**src/rtl/core/edfs_pkg.sv**
```systemverilog
// ----------------------------------------------------------------------------
// edfs_pkg
// Shared constants and codes for the two-task EDF scheduler.
// ----------------------------------------------------------------------------
package edfs_pkg;

    localparam int TIME_BITS_DEF   = 16;
    localparam int PERIOD_BITS_DEF = 10;

    // field widths on the streams
    localparam int TIME_NOW_W = 16;
    localparam int TASK_W     = 2;
    localparam int S_DATA_W   = 8;
    localparam int M_DATA_W   = 24;

    // task codes on running_task
    localparam logic [TASK_W-1:0] TASK_IDLE = 2'd0;
    localparam logic [TASK_W-1:0] TASK_A    = 2'd1;
    localparam logic [TASK_W-1:0] TASK_B    = 2'd2;

    // configuration register indexes
    localparam int CFG_IDX_W = 2;
    localparam logic [CFG_IDX_W-1:0] REG_PERIOD_A = 2'd0;
    localparam logic [CFG_IDX_W-1:0] REG_EXEC_A   = 2'd1;
    localparam logic [CFG_IDX_W-1:0] REG_PERIOD_B = 2'd2;
    localparam logic [CFG_IDX_W-1:0] REG_EXEC_B   = 2'd3;

    // register reset values
    localparam int PERIOD_A_RST = 20;
    localparam int EXEC_A_RST   = 10;
    localparam int PERIOD_B_RST = 50;
    localparam int EXEC_B_RST   = 25;

    // bit positions in m_tdata
    localparam int M_RUN_LSB  = 16;
    localparam int M_REL_A    = 18;
    localparam int M_REL_B    = 19;
    localparam int M_DONE_A   = 20;
    localparam int M_DONE_B   = 21;
    localparam int M_OVERLOAD = 22;

endpackage

```
**src/rtl/core/edf_two_task_scheduler.sv**
```systemverilog
// ----------------------------------------------------------------------------
// edf_two_task_scheduler
// Tick-driven earliest-deadline-first scheduler for two periodic tasks.
// ----------------------------------------------------------------------------
//  channel   dir  handshake          payload
//  s_*       in   tvalid/tready      tdata[0] restart
//  m_*       out  tvalid/tready      tdata: time_now, running_task, released_a,
//                                    released_b, done_a, done_b, overload
//  cfg_*     in   cfg_we             cfg_index, cfg_wdata
//
//  one tick request is taken every clock while the output is not stalled; a
//  tick waits in the input register and its result is written into the
//  output register as it advances; load check products are registered
//  reset clears tick time, phases, work, deadlines, current task, valid flags
//  a stalled output holds; an empty input register still fills behind it
// ----------------------------------------------------------------------------
module edf_two_task_scheduler #(
    parameter int TIME_BITS   = edfs_pkg::TIME_BITS_DEF,
    parameter int PERIOD_BITS = edfs_pkg::PERIOD_BITS_DEF
) (
    input  logic                           clk,
    input  logic                           rst_n,
    // config write port
    input  logic                           cfg_we,
    input  logic [edfs_pkg::CFG_IDX_W-1:0] cfg_index,
    input  logic [PERIOD_BITS-1:0]         cfg_wdata,
    // tick requests
    input  logic                           s_tvalid,
    output logic                           s_tready,
    input  logic [edfs_pkg::S_DATA_W-1:0]  s_tdata,   // [0] restart
    // results
    output logic                           m_tvalid,
    input  logic                           m_tready,
    // [15:0] time_now, [17:16] running_task, [18] released_a, [19] released_b,
    // [20] done_a, [21] done_b, [22] overload, [23] zero
    output logic [edfs_pkg::M_DATA_W-1:0]  m_tdata
);

    localparam int PB = PERIOD_BITS;
    localparam int TW = edfs_pkg::TASK_W;

    // configuration registers
    logic [PB-1:0] period_a_reg, exec_a_reg, period_b_reg, exec_b_reg;

    always_ff @(posedge clk or negedge rst_n)
    begin
        if (!rst_n)
        begin
            period_a_reg <= PB'(edfs_pkg::PERIOD_A_RST);
            exec_a_reg   <= PB'(edfs_pkg::EXEC_A_RST);
            period_b_reg <= PB'(edfs_pkg::PERIOD_B_RST);
            exec_b_reg   <= PB'(edfs_pkg::EXEC_B_RST);
        end
        else if (cfg_we)
        begin
            unique case (cfg_index)
                edfs_pkg::REG_PERIOD_A: period_a_reg <= cfg_wdata;
                edfs_pkg::REG_EXEC_A:   exec_a_reg   <= cfg_wdata;
                edfs_pkg::REG_PERIOD_B: period_b_reg <= cfg_wdata;
                edfs_pkg::REG_EXEC_B:   exec_b_reg   <= cfg_wdata;
            endcase
        end
    end

    // zero period counts as one
    logic [PB-1:0] eff_pa, eff_pb;
    assign eff_pa = (period_a_reg == '0) ? PB'(1) : period_a_reg;
    assign eff_pb = (period_b_reg == '0) ? PB'(1) : period_b_reg;

    // load check products, one register stage
    logic [2*PB-1:0] prod_ea_reg, prod_eb_reg, prod_pp_reg;

    always_ff @(posedge clk)
    begin
        prod_ea_reg <= (2*PB)'(exec_a_reg) * (2*PB)'(eff_pb);
        prod_eb_reg <= (2*PB)'(exec_b_reg) * (2*PB)'(eff_pa);
        prod_pp_reg <= (2*PB)'(eff_pa) * (2*PB)'(eff_pb);
    end

    logic [2*PB:0] demand;
    logic          overload;
    assign demand   = {1'b0, prod_ea_reg} + {1'b0, prod_eb_reg};
    assign overload = demand > {1'b0, prod_pp_reg};

    // input register and output stage handshake
    logic in_valid_reg, in_restart_reg;
    logic out_valid_reg;
    logic advance;

    assign advance  = in_valid_reg && (!out_valid_reg || m_tready);
    assign s_tready = !in_valid_reg || advance;

    always_ff @(posedge clk or negedge rst_n)
    begin
        if (!rst_n)
        begin
            in_valid_reg  <= 1'b0;
            out_valid_reg <= 1'b0;
        end
        else
        begin
            if (s_tready)
                in_valid_reg <= s_tvalid;
            if (advance)
                out_valid_reg <= 1'b1;
            else if (m_tready)
                out_valid_reg <= 1'b0;
        end
    end

    always_ff @(posedge clk)
    begin
        if (s_tready && s_tvalid)
            in_restart_reg <= s_tdata[0];
    end

    // scheduler state
    logic [TIME_BITS-1:0] tick_reg;
    logic [PB-1:0]        phase_a_reg, phase_b_reg;
    logic [PB-1:0]        work_a_reg, work_b_reg;
    logic [PB-1:0]        dl_a_reg, dl_b_reg;
    logic [TW-1:0]        cur_reg;

    logic [TIME_BITS-1:0] tick_now, tick_next;
    logic [PB-1:0]        ph_a, ph_b, phase_a_next, phase_b_next;
    logic [PB-1:0]        wl_a, wl_b, work_a_next, work_b_next;
    logic [PB-1:0]        dl_a, dl_b, dl_a_next, dl_b_next;
    logic [TW-1:0]        cur, run;
    logic                 rel_a, rel_b, pend_a, pend_b, done_a, done_b;
    logic [PB:0]          ph_a_inc, ph_b_inc;

    always_comb
    begin
        tick_now = in_restart_reg ? '0 : tick_reg;
        ph_a     = in_restart_reg ? '0 : phase_a_reg;
        ph_b     = in_restart_reg ? '0 : phase_b_reg;
        cur      = in_restart_reg ? edfs_pkg::TASK_IDLE : cur_reg;

        rel_a = (ph_a == '0);
        rel_b = (ph_b == '0);
        wl_a  = rel_a ? exec_a_reg : work_a_reg;
        wl_b  = rel_b ? exec_b_reg : work_b_reg;
        dl_a  = rel_a ? eff_pa : dl_a_reg;
        dl_b  = rel_b ? eff_pb : dl_b_reg;

        pend_a = (wl_a != '0);
        pend_b = (wl_b != '0);
        run    = edfs_pkg::TASK_IDLE;
        if (!overload)
        begin
            if (pend_a && pend_b)
            begin
                if (dl_a < dl_b)
                    run = edfs_pkg::TASK_A;
                else if (dl_b < dl_a)
                    run = edfs_pkg::TASK_B;
                else if (rel_a && rel_b)
                    run = edfs_pkg::TASK_A;
                else
                    run = (cur == edfs_pkg::TASK_B) ? edfs_pkg::TASK_B : edfs_pkg::TASK_A;
            end
            else if (pend_a)
                run = edfs_pkg::TASK_A;
            else if (pend_b)
                run = edfs_pkg::TASK_B;
        end

        work_a_next = (run == edfs_pkg::TASK_A) ? wl_a - PB'(1) : wl_a;
        work_b_next = (run == edfs_pkg::TASK_B) ? wl_b - PB'(1) : wl_b;
        // zero-work release finishes at once, otherwise the last unit finishes
        done_a = (rel_a && !pend_a) || (run == edfs_pkg::TASK_A && wl_a == PB'(1));
        done_b = (rel_b && !pend_b) || (run == edfs_pkg::TASK_B && wl_b == PB'(1));

        dl_a_next = (dl_a != '0) ? dl_a - PB'(1) : dl_a;
        dl_b_next = (dl_b != '0) ? dl_b - PB'(1) : dl_b;

        ph_a_inc     = {1'b0, ph_a} + (PB+1)'(1);
        ph_b_inc     = {1'b0, ph_b} + (PB+1)'(1);
        phase_a_next = (ph_a_inc >= {1'b0, eff_pa}) ? '0 : ph_a_inc[PB-1:0];
        phase_b_next = (ph_b_inc >= {1'b0, eff_pb}) ? '0 : ph_b_inc[PB-1:0];

        tick_next = tick_now + TIME_BITS'(1);
    end

    always_ff @(posedge clk or negedge rst_n)
    begin
        if (!rst_n)
        begin
            tick_reg    <= '0;
            phase_a_reg <= '0;
            phase_b_reg <= '0;
            work_a_reg  <= '0;
            work_b_reg  <= '0;
            dl_a_reg    <= '0;
            dl_b_reg    <= '0;
            cur_reg     <= edfs_pkg::TASK_IDLE;
        end
        else if (advance)
        begin
            tick_reg    <= tick_next;
            phase_a_reg <= phase_a_next;
            phase_b_reg <= phase_b_next;
            work_a_reg  <= work_a_next;
            work_b_reg  <= work_b_next;
            dl_a_reg    <= dl_a_next;
            dl_b_reg    <= dl_b_next;
            cur_reg     <= run;
        end
    end

    // result register
    logic [TIME_BITS+edfs_pkg::TIME_NOW_W-1:0] tick_ext;
    logic [edfs_pkg::M_DATA_W-1:0]             out_data_reg;

    assign tick_ext = {{edfs_pkg::TIME_NOW_W{1'b0}}, tick_now};

    always_ff @(posedge clk)
    begin
        if (advance)
            out_data_reg <= {1'b0, overload, done_b, done_a, rel_b, rel_a, run,
                             tick_ext[edfs_pkg::TIME_NOW_W-1:0]};
    end

    assign m_tvalid = out_valid_reg;
    assign m_tdata  = out_data_reg;

endmodule

```
**config.mk**
```make
export PLATFORM = sky130hd
export DESIGN_NAME = edf_two_task_scheduler
export DESIGN_NICKNAME = d
export VERILOG_FILES = /design/src/rtl/core/edfs_pkg.sv /design/src/rtl/core/edf_two_task_scheduler.sv
export SDC_FILE = /design/constraint.sdc
export NUM_CORES = 1
export LEC_CHECK = 0
export ABC_CLOCK_PERIOD_IN_PS = 18500
export BUFFER_PORTS_ARGS = -buffer_cell sky130_fd_sc_hd__buf_2
export CORE_MARGIN = 5
export CORE_UTILIZATION = 55
export DETAILED_ROUTE_END_ITERATION = 8
export GPL_TIMING_DRIVEN = 0
export PLACE_DENSITY = 0.71
export SETUP_SLACK_MARGIN = 0.02
export SYNTH_ARGS = -nofsm -noshare
export SYNTH_HDL_FRONTEND = slang
export SYNTH_SLANG_ARGS = --single-unit
```
**constraint.sdc**
```tcl
create_clock -name clk -period 18.5 [get_ports clk]
set_clock_uncertainty 0.2 [all_clocks]
set_input_delay 1.85 -clock clk [delete_from_list [all_inputs] [get_ports clk]]
set_output_delay 1.85 -clock clk [all_outputs]
set_load 0.01 [all_outputs]
```
; Yosys cells after proc, flatten, opt, wreduce, memory -nomap -nowiden
; Index checks and enable logic that the tools add are counted.
[classes]
addsub = 8
multipliers = 3
magnitude_cmp = 5
n_eq_ne = 8
muxes = 26
reduce_logical = 30
[op_table]
columns = operator, count
row1 = 10-bit 2-to-1 mux, 14
row2 = 10-bit by 10-bit multiplier with 20-bit output, 3
row3 = 10-bit logical NOT, 4
row4 = 10-bit nonzero test, 4
row5 = "10-bit by 1-bit subtractor with 10-bit output, second input constant", 4
row6 = "10-bit by 1-bit adder with 11-bit output, second input constant", 2
row7 = 11-bit by 10-bit greater-or-equal comparator with 1-bit output, 2
row8 = 20-bit by 20-bit adder with 21-bit output, 1
row9 = 21-bit by 20-bit > comparator with 1-bit output, 1
row10 = "10-bit by 1-bit == test with 1-bit output, second input constant", 2
row11 = 10-bit < comparator, 2
row12 = 2-bit 2-to-1 mux, 9
row13 = "16-bit by 1-bit adder with 16-bit output, second input constant", 1
row14 = 16-bit 2-to-1 mux, 1
row15 = "2-bit == test, second input constant", 4
row16 = 1-bit logical AND, 8
row17 = 2-bit AND reduction, 4
row18 = "2-bit by 1-bit == test with 1-bit output, second input constant", 2
row19 = 1-bit logical NOT, 4
row20 = 1-bit logical OR, 4
row21 = 2-bit logical NOT, 1
row22 = 1-bit 2-to-1 mux, 2
row23 = 2-bit nonzero test, 1
[word_totals]
reg_bits = 204
inputBits = 25
elab_cells = 99

; Logic depth before layout (Yosys ltp)
[logic_depth]
ltp_word = 11
depth_mapped = 25

; Least setup slack after synthesis
; Ideal clock, no wire load.
[synth_path]
path_kind = register to register
from = reg period_a_reg[2]
to = reg prod_pp_reg[18]
setup_ns = 0.072
arrival_ns = 5.993
path_slack_ns = 12.235
path_stages_with_launch = 23
n_path_buf = 1
synth_period_minus_slack_ns = 6.265
path_cell_list = dfstp_2 > nor4_1 > a31oi_1 > inv_1 > clkbuf_1 > nand2_1 > fa_1 > fa_1 > inv_1 > fa_1 > fa_1 > inv_1 > fa_1 > inv_1 > ha_1 > nand2_1 > nor2_1 > a221oi_1 > o21ai_0 > or4_1 > a31o_2 > a21oi_1 > xnor2_1
[synth_via]
elab_chain_len = 3
[synth_lines]
columns = item, line
row1 = from (decl), edf_two_task_scheduler.sv:43  ; logic [PB-1:0] period_a_reg, exec_a_reg, period_b_reg, exec_b_reg;
row2 = from (signal assigned), edf_two_task_scheduler.sv:49  ; period_a_reg <= PB'(edfs_pkg::PERIOD_A_RST);
row3 = from (signal assigned), edf_two_task_scheduler.sv:57  ; edfs_pkg::REG_PERIOD_A: period_a_reg <= cfg_wdata;
row4 = 10-bit logical NOT, edf_two_task_scheduler.sv:67  ; assign eff_pa = (period_a_reg == '0) ? PB'(1) : period_a_reg;
row5 = 10-bit 2-to-1 mux (*), edf_two_task_scheduler.sv:67
row6 = 10-bit by 10-bit multiplier with 20-bit output (*), edf_two_task_scheduler.sv:77  ; prod_pp_reg <= (2*PB)'(eff_pa) * (2*PB)'(eff_pb);
row7 = to (signal assigned), edf_two_task_scheduler.sv:77
row8 = to (decl), edf_two_task_scheduler.sv:71  ; logic [2*PB-1:0] prod_ea_reg, prod_eb_reg, prod_pp_reg;
; Every way passes the cells marked *; elsewhere a longest branch is shown, timed or not.
; A chain may end at the register's enable or synchronous reset.

; Final worst setup path
[layout_path]
from = reg period_a_reg[3]
to = reg prod_pp_reg[18]
; The elaborated chain is that of the path after synthesis.

==> flow_summary.yaml <==
outcome:
  outcome: "finished, final reports clean"
critical_path:
  rr_worst_depth: 22
  r2r-start: "period_a_reg[3]"
  worst-path-max-fanout: 10
  rrSetupSlack_ns: 10.73
  end_kind: "flop"
  cp-start-kind: "flop"
  r2r_end: "prod_pp_reg[18]"
  cp.arrival_ns: 8.03
  max_stage_delay_ns: 0.59
  crit_chain: "nor3_1, a31oi_2, inv_1, clkbuf_1, nand2_1, fa_1, fa_1, inv_1, fa_1, fa_1, inv_1, fa_1, inv_1, ha_1, nand2_1, nor2_1, a221oi_1, o21ai_0, or4_1, a31o_2, a21oi_1, xnor2_1"
  worstSetupPathType: "flop to flop"
  critPathSlowestCell: "a31oi_2"
  cp_common_cell: "fa_1"
  required_ns: 18.76
logic_synthesis:
  synth_top_family_by_area: "adder cells"
  ys_seq_area_share_pct: 24.0
  synth.distinct_cells: 81
  syn_nets: 2690
  synth_top_flop_cell: "dfrtp_1"
  synth_adder_area_share_pct: 33.2
  netlist_area_um2: 20500
  syn_avg_cell_area_um2: 9.20
  synth_simple_gate_area_share_pct: 17.6
  synth-xor-area-share_pct: 4.52
  muxShareOfSynthArea_pct: 3.86
  synth_edf_count: 24
  syn_inst: 2232
  synthArstFlopShare_pct: 58.8
  ys_ff_latch: 204
  yosys_warnings: 0
  synth_compound_area_share_pct: 10.4
sta:
  max_freq_mhz: 129
  fin_crit_ns: 7.77
  worst_pin_slew_ns: 1.40
  rsz0062_at_grt: "no"
  slew_headroom_pct: 6.62
  hold_viol: 0
  drv_slew: 0
  tns_ns: 0
  setup_viol: 0
  whs_ns: 0.284
  min_period_over_period_pct: 42.0
place:
  dpl.hpwl_um: 43500
  dp_cells: 2743
  portBuffers: 42
  routabilityCongestion: 0.957
clock_tree:
  cts_setup_buffers: 0
  cts_resized: 0
  cts_root_buf: "clkbuf_16"
  cts_buffer_depth: 3
  cts_buffers: 24
  clock-sinks: 204
  htreeDepth: 1
  clk_latency_ns: 0.54
  path_clk_slew_ns: 0.06
  cts_tree: "yes"
  hold_buffers: 0
routing:
  routed_wl_um: 55300
  wire_per_inst_um: 19.8
  vias_per_cell: 5.81
  vias: 16200
  drcViolationCount: 0
  drt_iter0_markers: 1116
  first_pass_iters: 5
  ant_nets: 0
floorplanning:
  die_area_um2: 41300
  die_y_um: 203
  start_util_pct: 56.0
  rows: 70
  die_x_um: 203
  io_pins: 51
  core_um2: 36700
layout:
  layout-drive-gt1-share_pct: 7.24
  final_cells: 2789
  largest_reg_flops: 23
  area_growth_pct: 7.93
  final_nets: 2759
  final_util_pct: 60.4
hold_path:
  hold-path-cell-count: 2
  min_to: "dl_a_reg[0]"
  holdCritPathClass: "flop to flop"
  min_from: "dl_a_reg[0]"
global_route:
  grt.overflow.total: 0
  track_usage_pct: 26.8
  grt_pass1_vias: 16600
  antenna_found_initial: 1
  grt_max_degree: 64
  grt_first_pass_wirelength_um: 88300
job:
  max-cap-violations: 0
[placed cells by master, fill, tap and decap left out, drive strengths merged, types with 46 or more instances in the layout]
cell / instances
buf: 54
nor2: 163
a21oi: 97
fa: 187
inv: 246
dfxtp: 60
nand2: 247
nor3: 46
xnor2: 70
ha: 246
o21ai: 84
dfrtp: 110
and2: 112
clkbuf: 104
[cells by family after synthesis]
kind of cell	count (synthesis)
compound gates	332
fa+ha+maj	433
flops	204
other cells	1
simple gates	743
buf+inv	340
xor+xnor	106
mux	73
[worst max path at each step]
stage                            to  slack [ns]            start  cells past startpoint
floorplan           prod_pp_reg[18]       12.24  period_a_reg[2]                     22
global placement    prod_pp_reg[19]       10.61  period_a_reg[7]                     25
detailed placement  prod_pp_reg[19]       10.82  period_a_reg[3]                     24
CTS                 prod_pp_reg[18]       10.78  period_a_reg[3]                     22
global route        prod_pp_reg[18]       10.37  period_a_reg[5]                     22
finish              prod_pp_reg[18]       10.73  period_a_reg[3]                     22
[through the flow]
stage | cell area, um^2 | setup WS (ns)
2_1_floorplan | 20500 | 12.24
3_3_place_gp | 21300 | 10.61
3_5_place_dp | 21400 | 10.82
4_1_cts | 22200 | 10.78
5_1_grt | 22200 | 10.37
6_report | 22200 | 10.73
[worst max-delay path, delay by kind of cell, from the launching register on]
kind,cells,cell delay [ns]
flip-flops,1,0.44
adder cells (fa/ha/maj),6,3.07
AND/OR/NAND/NOR,5,1.34
AO/OA/AOI/OAI,5,1.50
XOR/XNOR,1,0.14
buffers and inverters,5,0.98
[area by class of cell]
| cell class | count | area (um^2) |
|---|---|---|
| clock buffers | 29 | 672 |
| diodes | 2 | 5.00 |
| fillers | 3196 | 14500 |
| well taps | 468 | 586 |
| plain buffers | 86 | 354 |
| flip-flops and latches | 204 | 4940 |
| multi-input cells | 1688 | 14300 |
| inverters | 254 | 955 |
| clock inverters | 15 | 115 |
| repair buffers | 43 | 244 |
[per-layer routing]
metal | track usage, % | part of all wire, %
met2 | 42.4 | 45
met1 | 36.0 | 42
met3 | 7.55 | 9.3
met4 | 8.58 | 3.3
met5 | 0 | 0.013
[Yosys cell counts (4+ instances only)]
cell	n	area share [%]
nor2_1	162	3.0
nand4_1	14	0.43
edfxtp_1	24	3.5
a31oi_1	10	0.30
nand2_1	246	4.5
fa_1	187	18
clkbuf_1	75	1.4
dfrtp_1	110	13
dfstp_2	10	1.3
nor4b_1	5	0.21
o21bai_1	19	0.69
a21o_1	30	1.1
nor2b_1	31	0.94
o211ai_1	6	0.22
nor3_1	45	1.1
and3_1	10	0.30
ha_1	246	15
nor4_1	6	0.18
xnor2_1	70	3.0
a22o_1	10	0.43
or2_2	9	0.27
nand2b_1	23	0.70
a211oi_1	14	0.51
inv_1	243	4.4
nand3_1	43	1.0
a41o_1	4	0.19
mux2i_1	34	1.7
o21ai_0	77	1.9
a21oi_1	96	2.3
o31ai_1	7	0.26
o21a_1	21	0.77
or4_1	6	0.22
o21ai_1	4	0.097
o2111a_1	4	0.22
xor2_1	36	1.5
or3_1	7	0.21
dfxtp_1	60	5.8
clkinv_1	10	0.18
and2_1	111	3.4
mux2_2	37	2.0
nand3b_1	8	0.29
Power is not shown: default switching activity piles up to over one toggle a cycle in this logic, so the estimate is an artifact.
